**config.mk**
```make
export PLATFORM = sky130hd
export DESIGN_NAME = opcode_signature_checksum
export DESIGN_NICKNAME = d
export VERILOG_FILES = /design/src/sv/osc_pkg.sv /design/src/sv/osc_front.sv /design/src/sv/osc_fifo.sv /design/src/sv/osc_back.sv /design/src/sv/opcode_signature_checksum.sv
export SDC_FILE = /design/constraint.sdc
export NUM_CORES = 1
export LEC_CHECK = 0
export BUFFER_PORTS_ARGS = -buffer_cell sky130_fd_sc_hd__buf_4
export CAP_MARGIN = 40
export CORE_UTILIZATION = 33
export DETAILED_ROUTE_END_ITERATION = 16
export PLACE_DENSITY = 0.51
export SYNTH_ARGS = -nofsm -noshare
export SYNTH_HDL_FRONTEND = slang
export SYNTH_SLANG_ARGS = --single-unit
```
**constraint.sdc**
```tcl
create_clock -name clk_i -period 6.75 [get_ports clk_i]
set_input_delay 0 -clock clk_i [delete_from_list [all_inputs] [get_ports clk_i]]
set_output_delay 0 -clock clk_i [all_outputs]
set_load 0.05 [all_outputs]
```
**src/sv/osc_pkg.sv**
```systemverilog
// ----------------------------------------------------------------------------
// Opcode signature checksum package
// Shared constants and the item type that travels from the front to the back.
// ----------------------------------------------------------------------------
`default_nettype none

package osc_pkg;

  localparam int unsigned WORD_W = 32;
  localparam int unsigned CLS_W  = 6;

  // Queue between the classifier and the accumulator.
  localparam int unsigned QDEPTH  = 4;
  localparam int unsigned QPTR_W  = $clog2(QDEPTH);
  localparam int unsigned QCNT_W  = $clog2(QDEPTH + 1);

  localparam int unsigned ROT_LEFT = 17;

  // Primary opcode classes with extended fields.
  localparam logic [CLS_W-1:0] CLS_PAIRED  = 6'd4;
  localparam logic [CLS_W-1:0] CLS_MULLI   = 6'd7;
  localparam logic [CLS_W-1:0] CLS_SUBFIC  = 6'd8;
  localparam logic [CLS_W-1:0] CLS_CMPLI   = 6'd10;
  localparam logic [CLS_W-1:0] CLS_ADDIS   = 6'd15;
  localparam logic [CLS_W-1:0] CLS_OP19    = 6'd19;
  localparam logic [CLS_W-1:0] CLS_OP31    = 6'd31;
  localparam logic [CLS_W-1:0] CLS_LDST_LO = 6'd32;
  localparam logic [CLS_W-1:0] CLS_LDST_HI = 6'd55;
  localparam logic [CLS_W-1:0] CLS_FPS     = 6'd59;
  localparam logic [CLS_W-1:0] CLS_FPD     = 6'd63;

  // Paired-single sub-operations that carry the middle field.
  localparam logic [5:0] PS_XO_CMP  = 6'd0;
  localparam logic [5:0] PS_XO_MV   = 6'd8;
  localparam logic [5:0] PS_XO_MRG  = 6'd16;
  localparam logic [5:0] PS_XO_SUB  = 6'd21;
  localparam logic [5:0] PS_XO_ADD  = 6'd22;
  localparam logic [5:0] FPS_XO_LIM = 6'd16;

  typedef struct packed {
    logic [WORD_W-1:0] key;
    logic              first;
    logic              last;
  } osc_item_t;

endpackage

`default_nettype wire

```
**src/sv/osc_front.sv**
```systemverilog
// ----------------------------------------------------------------------------
// Opcode signature front end
// Accepts instruction words and reduces each to its opcode key for the queue.
// ----------------------------------------------------------------------------
`default_nettype none

module osc_front import osc_pkg::*; (
  input  wire logic              in_valid_i,
  output logic                   in_stall_o,
  input  wire logic [WORD_W-1:0] instr_word_i,
  input  wire logic              first_word_i,
  input  wire logic              last_word_i,
  output logic                   push_o,
  output osc_item_t              item_o,
  input  wire logic              full_i
);

  logic [CLS_W-1:0]  cls;
  logic [WORD_W-1:0] ext;
  logic [WORD_W-1:0] sub;
  logic [5:0]        low6;

  assign cls  = instr_word_i[31:26];
  assign low6 = instr_word_i[5:0];

  always_comb begin
    ext = '0;
    sub = '0;
    unique case (cls) inside
      CLS_PAIRED: begin
        ext = {26'd0, low6};
        if (low6 == PS_XO_CMP || low6 == PS_XO_MV || low6 == PS_XO_MRG ||
            low6 == PS_XO_SUB || low6 == PS_XO_ADD) begin
          sub = {21'd0, instr_word_i[10:6], 6'd0};
        end
      end
      CLS_MULLI, CLS_SUBFIC, [CLS_CMPLI:CLS_ADDIS], [CLS_LDST_LO:CLS_LDST_HI]: begin
        ext = {6'd0, instr_word_i[25:16], 16'd0};
      end
      CLS_OP19, CLS_OP31, CLS_FPD: begin
        ext = {21'd0, instr_word_i[10:0]};
      end
      CLS_FPS: begin
        ext = {26'd0, low6};
        if (low6 < FPS_XO_LIM) begin
          sub = {21'd0, instr_word_i[10:6], 6'd0};
        end
      end
      default: begin
        ext = '0;
      end
    endcase
  end

  assign in_stall_o   = full_i;
  assign push_o       = in_valid_i && !full_i;
  assign item_o.key   = {cls, 26'd0} | ext | sub;
  assign item_o.first = first_word_i;
  assign item_o.last  = last_word_i;

endmodule

`default_nettype wire

```
**src/sv/osc_fifo.sv**
```systemverilog
// ----------------------------------------------------------------------------
// Opcode signature key queue
// Short first-in first-out store that decouples the front end from the back.
// ----------------------------------------------------------------------------
`default_nettype none

module osc_fifo import osc_pkg::*; (
  input  wire logic      clk_i,
  input  wire logic      rst_ni,
  input  wire logic      push_i,
  input  wire osc_item_t item_i,
  output logic           full_o,
  input  wire logic      pop_i,
  output logic           valid_o,
  output osc_item_t      item_o
);

  osc_item_t         mem_q [QDEPTH];
  logic [QPTR_W-1:0] wr_q, wr_d;
  logic [QPTR_W-1:0] rd_q, rd_d;
  logic [QCNT_W-1:0] cnt_q, cnt_d;

  assign full_o  = (cnt_q == QCNT_W'(QDEPTH));
  assign valid_o = (cnt_q != '0);
  assign item_o  = mem_q[rd_q];

  always_comb begin
    wr_d  = push_i ? wr_q + 1'b1 : wr_q;
    rd_d  = pop_i ? rd_q + 1'b1 : rd_q;
    cnt_d = cnt_q;
    if (push_i && !pop_i) begin
      cnt_d = cnt_q + 1'b1;
    end else if (pop_i && !push_i) begin
      cnt_d = cnt_q - 1'b1;
    end
  end

  always_ff @(posedge clk_i or negedge rst_ni) begin
    if (!rst_ni) begin
      wr_q  <= '0;
      rd_q  <= '0;
      cnt_q <= '0;
    end else begin
      wr_q  <= wr_d;
      rd_q  <= rd_d;
      cnt_q <= cnt_d;
    end
  end

  always_ff @(posedge clk_i) begin
    if (push_i) begin
      mem_q[wr_q] <= item_i;
    end
  end

endmodule

`default_nettype wire

```
**src/sv/osc_back.sv**
```systemverilog
// ----------------------------------------------------------------------------
// Opcode signature back end
// Folds each key into the running sum and holds the final sum for output.
// ----------------------------------------------------------------------------
`default_nettype none

module osc_back import osc_pkg::*; (
  input  wire logic              clk_i,
  input  wire logic              rst_ni,
  input  wire logic              valid_i,
  input  wire osc_item_t         item_i,
  output logic                   pop_o,
  output logic                   out_valid_o,
  input  wire logic              out_stall_i,
  output logic [WORD_W-1:0]      checksum_o
);

  logic [WORD_W-1:0] sum_q, sum_d;
  logic [WORD_W-1:0] base;
  logic [WORD_W-1:0] chk_q;
  logic              out_valid_q, out_valid_d;

  assign base  = item_i.first ? '0 : sum_q;
  assign sum_d = {base[WORD_W-ROT_LEFT-1:0], base[WORD_W-1:WORD_W-ROT_LEFT]} ^ item_i.key;

  // A key that ends a run may only leave the queue once the output slot is free.
  assign pop_o = valid_i && (!item_i.last || !out_valid_q || !out_stall_i);

  assign out_valid_d = (out_valid_q && out_stall_i) || (pop_o && item_i.last);

  always_ff @(posedge clk_i or negedge rst_ni) begin
    if (!rst_ni) begin
      sum_q       <= '0;
      out_valid_q <= 1'b0;
    end else begin
      out_valid_q <= out_valid_d;
      if (pop_o) begin
        sum_q <= sum_d;
      end
    end
  end

  always_ff @(posedge clk_i) begin
    if (pop_o && item_i.last) begin
      chk_q <= sum_d;
    end
  end

  assign out_valid_o = out_valid_q;
  assign checksum_o  = chk_q;

endmodule

`default_nettype wire

```
**src/sv/opcode_signature_checksum.sv**
```systemverilog
// ----------------------------------------------------------------------------
// Opcode signature checksum
// Rotate-xor signature over the opcode keys of a stream of instruction words.
// ----------------------------------------------------------------------------
// Channel   Direction  Handshake             Payload
// in        input      in_valid_i/in_stall_o instr_word_i, first_word_i, last_word_i
// out       output     out_valid_o/out_stall_i checksum_o
//
// One word per cycle is taken while the input is not stalled; the classifier is
// combinational and each word is written into the key queue before the accumulator folds it in.
// The checksum of a run is registered once its last word leaves the key queue.
// Reset clears the running sum, the queue and the output valid flag.
// A stalled output holds the final sum; words keep folding in until the next run
// end has to wait, then the four-entry queue fills behind it and the input stalls.
// ----------------------------------------------------------------------------
`default_nettype none

module opcode_signature_checksum import osc_pkg::*; (
  input  wire logic              clk_i,
  input  wire logic              rst_ni,
  input  wire logic              in_valid_i,
  output logic                   in_stall_o,
  input  wire logic [WORD_W-1:0] instr_word_i,
  input  wire logic              first_word_i,
  input  wire logic              last_word_i,
  output logic                   out_valid_o,
  input  wire logic              out_stall_i,
  output logic [WORD_W-1:0]      checksum_o
);

  logic      push;
  logic      pop;
  logic      full;
  logic      q_valid;
  osc_item_t in_item;
  osc_item_t q_item;

  osc_front u_front (
    .in_valid_i   (in_valid_i),
    .in_stall_o   (in_stall_o),
    .instr_word_i (instr_word_i),
    .first_word_i (first_word_i),
    .last_word_i  (last_word_i),
    .push_o       (push),
    .item_o       (in_item),
    .full_i       (full)
  );

  osc_fifo u_fifo (
    .clk_i   (clk_i),
    .rst_ni  (rst_ni),
    .push_i  (push),
    .item_i  (in_item),
    .full_o  (full),
    .pop_i   (pop),
    .valid_o (q_valid),
    .item_o  (q_item)
  );

  osc_back u_back (
    .clk_i       (clk_i),
    .rst_ni      (rst_ni),
    .valid_i     (q_valid),
    .item_i      (q_item),
    .pop_o       (pop),
    .out_valid_o (out_valid_o),
    .out_stall_i (out_stall_i),
    .checksum_o  (checksum_o)
  );

endmodule

`default_nettype wire

```
==> summary.txt, run 1 <==
Fin Hold WS: 0.0244 ns
Leakage: 3.55 nW
DP HPWL: 9390 um
Core Region: 22,600 um2
Most instantiated library cell after synthesis: edfxtp_1
Via count: 3,810
Status: complete, no violations
Num CTS Buffers: 17
Peak supply drop: 0.198 mV
Final Cell Area: 9330 um2
Pin count of the biggest net entering global routing: 41
Area after DPL: 8520 um2
CTS Buffer Depth: 2
Seq/Total Area, Yosys: 0.713
Top post-synthesis cells by count: 148 x edfxtp_1, 40 x dfrtp_1, 32 x inv_1, 30 x xor2_1
CP startpoint kind: flip-flop
Netlist Area Pre-Place: 7640 um2
GRT Util Overall: 0.131
Least-Margin Pin Slew: 0.759 ns
Placer Congestion: 0.715
Pwr/cell area: 509 nW/um2
Fin. Hold Viols: 0
Clock Tree Root: clkbuf_16
Ant. Diodes: 0
Synth area leaders: edfxtp_1 58%, dfrtp_1 13%, mux4_2 8.6%
Initial DRC count: 200
Post-synth EDFFs: 148
# Post-CTS Setup Buffers: 0
Count of final setup violators: 0
Ports: 72
Achievable clock frequency: 295 MHz
Reg clk slew, reported paths: 0.07 ns
Syn Nets: 478
RSZ-0062 raised after global routing: no
Main synth FF type: edfxtp_1
Layout cell share with drive strength beyond 1: 0.347
DIE AREA: 23,800 um2
Worst Path Required: 7.07 ns
Clock Skew: 0.00758 ns
Ys Warns: 0
Max-cap viol count: 0
DR pass1 iterations: 6
Via-per-instance ratio: 4.57
Congestion Overflow GR: 0
Syn_area_per_cell: 17.6 um2
H-Tree Depth: 4
Async set or reset register ratio after synthesis: 0.213
Final min period: 3.39 ns
Worst Path Arrival: 3.71 ns
Worst min path class: primary input to flip-flop
Fin crit share: 0.502
Slew headroom: 0.494
Post-Route WL: 14,500 um
Avg WL per Cell: 17.4 um
Starting Density: 0.337
First-pass GRT wire length: 22,800 um
Vias in the first global route: 3,981
Yosys reg bits: 188
Leading area contributor after synthesis: edfxtp_1
DRC: 0
Antenna violations before repair: 0
Port Buffers: 66
Share of Yosys cell area claimed by the top area cell type: 0.582
# rows: 55
CTS tree: yes
Layout Nets: 579
Die X: 154 um
Synth cell types: 34
Final setup TNS: 0 ns
DRT antenna net count: 0
Die Ht: 154 um
CP endpoint kind: flip-flop
WS Path Type: flip-flop to flip-flop
Crit Path Max Fanout: 40
Synth Instances: 434
Worst-Skew Late Latency: 0.43 ns
Clock Sinks: 188
Fin. max-slew vios: 0
Area grow syn2layout: 22.1%
[cell usage in the layout (no fill, tap or decap), types with 8 or more instances in the layout]
master / netlist / routed
edfxtp_1: 148 / 148
buf_4: 3 / 71
dfrtp_1: 40 / 39
inv_1: 32 / 32
xor2_1: 30 / 30
mux4_2: 29 / 29
mux2_2: 29 / 29
dlygate4sd3_1: 0 / 22
nor2_2: 20 / 20
clkbuf_16: 0 / 17
and2_1: 20 / 16
o21ai_0: 10 / 10
nor2_1: 8 / 8
[critical path: stages, from the launching register on]
cell and delay, ns:
dfrtp_2 0.34, buf_4 0.52, mux4_2 0.63, a31oi_4 0.19, buf_4 0.43, inv_1 0.15, ha_1 0.24, inv_1 0.08
fa_1 0.41, mux2_2 0.28
[per-layer routing]
layer	global-route usage	vias up	wire length, um
met5	0	-	0
li1	-	1796	-
met3	0.0333	18	517
met4	0.0529	0	223
met2	0.209	60	6970
met1	0.172	1936	6790
[flip-flops by register name (all words and copies together) (netlist names)]
signal              cells
u_back.checksum_o      32
u_fifo.mem_q          116
u_fifo.cnt_q            3
u_back.sum_q           32
u_back.out_valid_o      1
u_fifo.rd_q             2
u_fifo.wr_q             2
[final timing paths]
check / from / to / slack (ns) / depth (start not counted)
max reg2reg: u_fifo.rd_q[0] / u_fifo.cnt_q[1] / 3.36 / 9
min reg2reg: u_back.sum_q[17] / u_back.sum_q[17] / 0.51 / 1
max: u_fifo.rd_q[0] / u_fifo.cnt_q[1] / 3.36 / 9
min in group asynchronous: rst_ni / u_back.sum_q[26] / 0.09 / 2
max in group asynchronous: rst_ni / u_fifo.rd_q[0] / 6.24 / 2
min: instr_word_i[8] / u_fifo.mem_q[0][10] / 0.02 / 2
[per-stage QoR]
step,cells,utilization,total power [mW],setup slack [ns]
3_5_place_dp,779,0.376,3.82,3.29
6_report,833,0.412,4.75,3.36
3_3_place_gp,774,0.372,3.75,3.35
4_1_cts,833,0.412,4.82,3.28
5_1_grt,833,0.412,5.02,3.12
2_1_floorplan,434,-,3.28,3.74
[repair_timing]
action | 4_1_cts | 5_1_grt
resized for setup | 0 | 0
endpoints found under the hold margin | 121 | 0
hold buffers | 22 | 0
[kinds of logic after synthesis]
kind of cell	synth area share
AO/OA/AOI/OAI	0.0188
adder cells (fa/ha/maj)	0.0108
AND/OR/NAND/NOR	0.0575
flip-flops	0.713
buffers and inverters	0.0301
multiplexers	0.131
XOR/XNOR	0.0390
[power breakdown]
group / total (mW) / internal [mW] / switching, mW
logic: 1.92 / 0.739 / 1.18
clock network: 0.983 / 0.574 / 0.409
registers: 1.84 / 1.72 / 0.117
total: 4.75 / 3.04 / 1.71
[cell type report]
class | instances | area (um2)
fill | 2043 | 13300
clock buffer | 22 | 474
inverter | 32 | 120
tap | 285 | 357
sequential | 188 | 5450
clock inverter | 10 | 115
multi-input combinational | 199 | 1980
timing repair buffer | 97 | 833
(Power assumes the default switching activity.)
==> inputs of run 2 (changes only) <==
--- a/config.mk
+++ b/config.mk
@@ -5,6 +5,7 @@
 export SDC_FILE = /design/constraint.sdc
 export NUM_CORES = 1
 export LEC_CHECK = 0
+export ABC_AREA = 1
 export BUFFER_PORTS_ARGS = -buffer_cell sky130_fd_sc_hd__buf_4
 export CAP_MARGIN = 40
 export CORE_UTILIZATION = 33
==> constraint.sdc (replaced) <==
create_clock -name clk_i -period 3.35 [get_ports clk_i]
set_input_delay 0 -clock clk_i [delete_from_list [all_inputs] [get_ports clk_i]]
set_output_delay 0 -clock clk_i [all_outputs]
set_load 0.05 [all_outputs]
==> run 2 against run 1 <==
  * Worst setup slack got worse by 2.7 ns
  * Register-to-register slack got worse by 2.7 ns
  * Synthesized area rose by 6.0%
  * Core utilization fell by 0.45 points
  * Fmax rose by 27%
  * Synthesized cell count rose by 76%
  * Clock power rose by 120%
  * Global-route usage rose by 2.0 points
  * Via count rose by 39%
  * Critical path type unchanged
  * Sequential share of layout area fell by 2.1 points
==> summary.txt, run 2 <==
Slew headroom: 0.549 (+0.0544)
Main synth FF type: edfxtp_1
Layout cell share with drive strength beyond 1: 0.153 (-0.193)
Status: complete, no violations
DRT antenna net count: 0 (unchanged)
WS Path Type: flip-flop to flip-flop
Top post-synthesis cells by count: 330 x nand2_1, 148 x edfxtp_1, 79 x nand3_1, 55 x inv_1, 40 x dfrtp_1
Fin crit share: 0.796 (+0.293)
Layout Nets: 892 (+54%)
CTS-repair resized insts: 0 (unchanged)
Synth area leaders: edfxtp_1 55%, nand2_1 15%, dfrtp_1 12%
DRC: 0 (unchanged)
Pin count of the biggest net entering global routing: 60 (+46%)
Fin. max-slew vios: 0 (unchanged)
Via count: 5,280 (+39%)
Post-Route WL: 17,400 um (+20%)
Ports: 72 (unchanged)
Starting Density: 0.341 (+0.00343)
Most flops, register: u_fifo.mem_q
Async set or reset register ratio after synthesis: 0.213 (unchanged)
Peak supply drop: 0.644 mV (+230%)
Clock Skew: 0.0109 ns (+0.00333 ns)
Post-synth EDFFs: 148 (unchanged)
Num CTS Buffers: 17 (unchanged)
Via-per-instance ratio: 4.48 (-2.1%)
Syn_area_per_cell: 10.6 um2 (-40%)
CTS tree: yes
CTS Buffer Depth: 2 (unchanged)
Ant. Diodes: 0 (unchanged)
Clock Sinks: 188 (unchanged)
Worst Path Arrival: 2.97 ns (-0.74 ns)
DR pass1 iterations: 4 (-2)
DIE AREA: 25,200 um2 (+5.9%)
Achievable clock frequency: 375 MHz (+27%)
Seq/Total Area, Yosys: 0.673 (-0.0402)
Synth Instances: 763 (+76%)
Clock Tree Root: clkbuf_16
CP peak stage delay: 0.50 ns (-0.13 ns)
Netlist Area Pre-Place: 8100 um2 (+6.0%)
Hold_buf cts: 16 (-27%)
Antenna violations before repair: 0 (unchanged)
Most instantiated library cell after synthesis: nand2_1
Max-cap viol count: 0 (unchanged)
Die Ht: 159 um (+2.9%)
Slowest CP cell: dfrtp_2
Placer Congestion: 0.785 (+9.7%)
Final setup TNS: 0 ns (unchanged)
Most common cell after layout, fill and taps aside: nand2_1
Worst Path Required: 3.65 ns (-3.42 ns)
Count of final setup violators: 0 (unchanged)
# Post-CTS Setup Buffers: 0 (unchanged)
DP HPWL: 10,900 um (+16%)
Fin Hold WS: 0.0236 ns (-0.000765 ns)
Vias in the first global route: 4,937 (+24%)
Fin. Hold Viols: 0 (unchanged)
Area grow syn2layout: 19.6%
Worst-Skew Late Latency: 0.43 ns (about the same)
Worst path cell trace: inv_2, nand2_1, nand3_1, nand3b_1, nand2_2, buf_4, ha_1, inv_1, fa_1, a21oi_1, o21ai_0, xor2_1
GRT Util Overall: 0.151 (+0.0197)
Reg clk slew, reported paths: 0.07 ns (about the same)
Max reg flops: 116 (unchanged)
Least-Margin Pin Slew: 0.677 ns (-0.0816 ns)
Port Buffers: 66 (unchanged)
H-Tree Depth: 4 (unchanged)
Yosys reg bits: 188 (unchanged)
Core Region: 23,800 um2 (+4.9%)
Syn Nets: 807 (+69%)
Initial DRC count: 341 (+71%)
Most frequent cells in the layout: 330 x nand2_1, 148 x edfxtp_1, 79 x nand3_1, 79 x buf_4, 55 x inv_1
CP startpoint kind: flip-flop
# rows: 56 (+1.8%)
Synth cell types: 29 (-15%)
Leakage: 4.17 nW (+17%)
Share of Yosys cell area claimed by the top area cell type: 0.549 (-0.0328)
Util after Layout: 0.408 (-0.00449)
Avg WL per Cell: 14.7 um (-15%)
CP endpoint kind: flip-flop
Die X: 159 um (+2.9%)
Leading area contributor after synthesis: edfxtp_1
Pwr/cell area: 1070 nW/um2 (+110%)
Fill cells: 2,316 (+13%)
Worst min path class: primary input to flip-flop
Ys Warns: 0 (unchanged)
Crit Path Max Fanout: 42 (+5.0%)
RSZ-0062 raised after global routing: no
Congestion Overflow GR: 0 (unchanged)
First-pass GRT wire length: 27,500 um (+21%)
Overall power: 10.4 mW (+120%)
Final min period: 2.67 ns (-0.725 ns)
run 2: cell types whose count changed in the layout (fill, tap and decap cells not counted), sizes merged, moves of 5 or more:
cell,delta
nand3,+83
mux2,-29
nand2,+327
mux4,-29
nor2,-11
and2,-20
buf,+5
clkbuf,-5
dlygate4sd3,-6
a21boi,+10
nor2b,-7
inv,+28
xor2,-27
run 2: worst paths after layout:
kind	startpoint	endpoint	slack [ns]	cells after the start
hold / removal	instr_word_i[19]	u_fifo.mem_q[3][21]	0.02	2
setup / recovery	u_fifo.rd_q[0]	u_fifo.cnt_q[2]	0.68	12
hold reg to reg	u_back.sum_q[27]	u_back.sum_q[27]	0.48	2
min in group asynchronous	rst_ni	u_back.sum_q[3]	0.10	2
max in group asynchronous	rst_ni	u_fifo.rd_q[0]	2.83	2
setup reg to reg	u_fifo.rd_q[0]	u_fifo.cnt_q[2]	0.68	12
run 2: layout make-up:
cell class              count  area, um2  share of cell area
clock buffers              17        425              0.0440
clock inverters            14        216              0.0224
inverters                  58        220              0.0228
multi-input cells         487       2190               0.226
flip-flops and latches    188       5450               0.563
well taps                 319        399              0.0412
repair buffers             96        781              0.0807
run 2: power breakdown:
part | switching [mW] | leakage (nW) | internal, mW
Sequential | 0.297 | 1.90 | 3.49
Combinational | 3.18 | 1.97 | 1.22
Clock | 0.859 | 0.303 | 1.32
Total | 4.33 | 4.17 | 6.03
run 2: routing by layer:
layer	vias to the layer above	global-route usage	part of all wire
met5	-	0	0
met4	0	0.0453	0.0097
met3	11	0.0318	0.038
met2	106	0.232	0.46
met1	2481	0.214	0.50
li1	2682	-	-
run 2: per-stage QoR:
step,instances,setup slack (ns),cell area (um2)
floorplan,763,1.03,8100
global placement,1130,0.671,8840
detailed placement,1132,0.667,8880
CTS,1179,0.675,9680
global route,1179,0.418,9680
finish,1179,0.684,9680
run 2: worst max-delay path, delay by kind of cell, from the launching register on:
family	cells	cell delay [ns]
AND/OR/NAND/NOR	4	0.37
XOR/XNOR	1	0.15
buffers and inverters	3	0.66
flip-flops	1	0.50
adder cells (fa/ha/maj)	2	0.60
AO/OA/AOI/OAI	2	0.26
run 2: cells by family (layout without fill, tap and decap cells):
family,count (synthesis),after routing,synth area share
buffers and inverters,88,185,0.0580
AND/OR/NAND/NOR,443,443,0.228
adder cells (fa/ha/maj),6,6,0.0102
AO/OA/AOI/OAI,33,33,0.0258
XOR/XNOR,5,5,0.00541
flip-flops,188,188,0.673
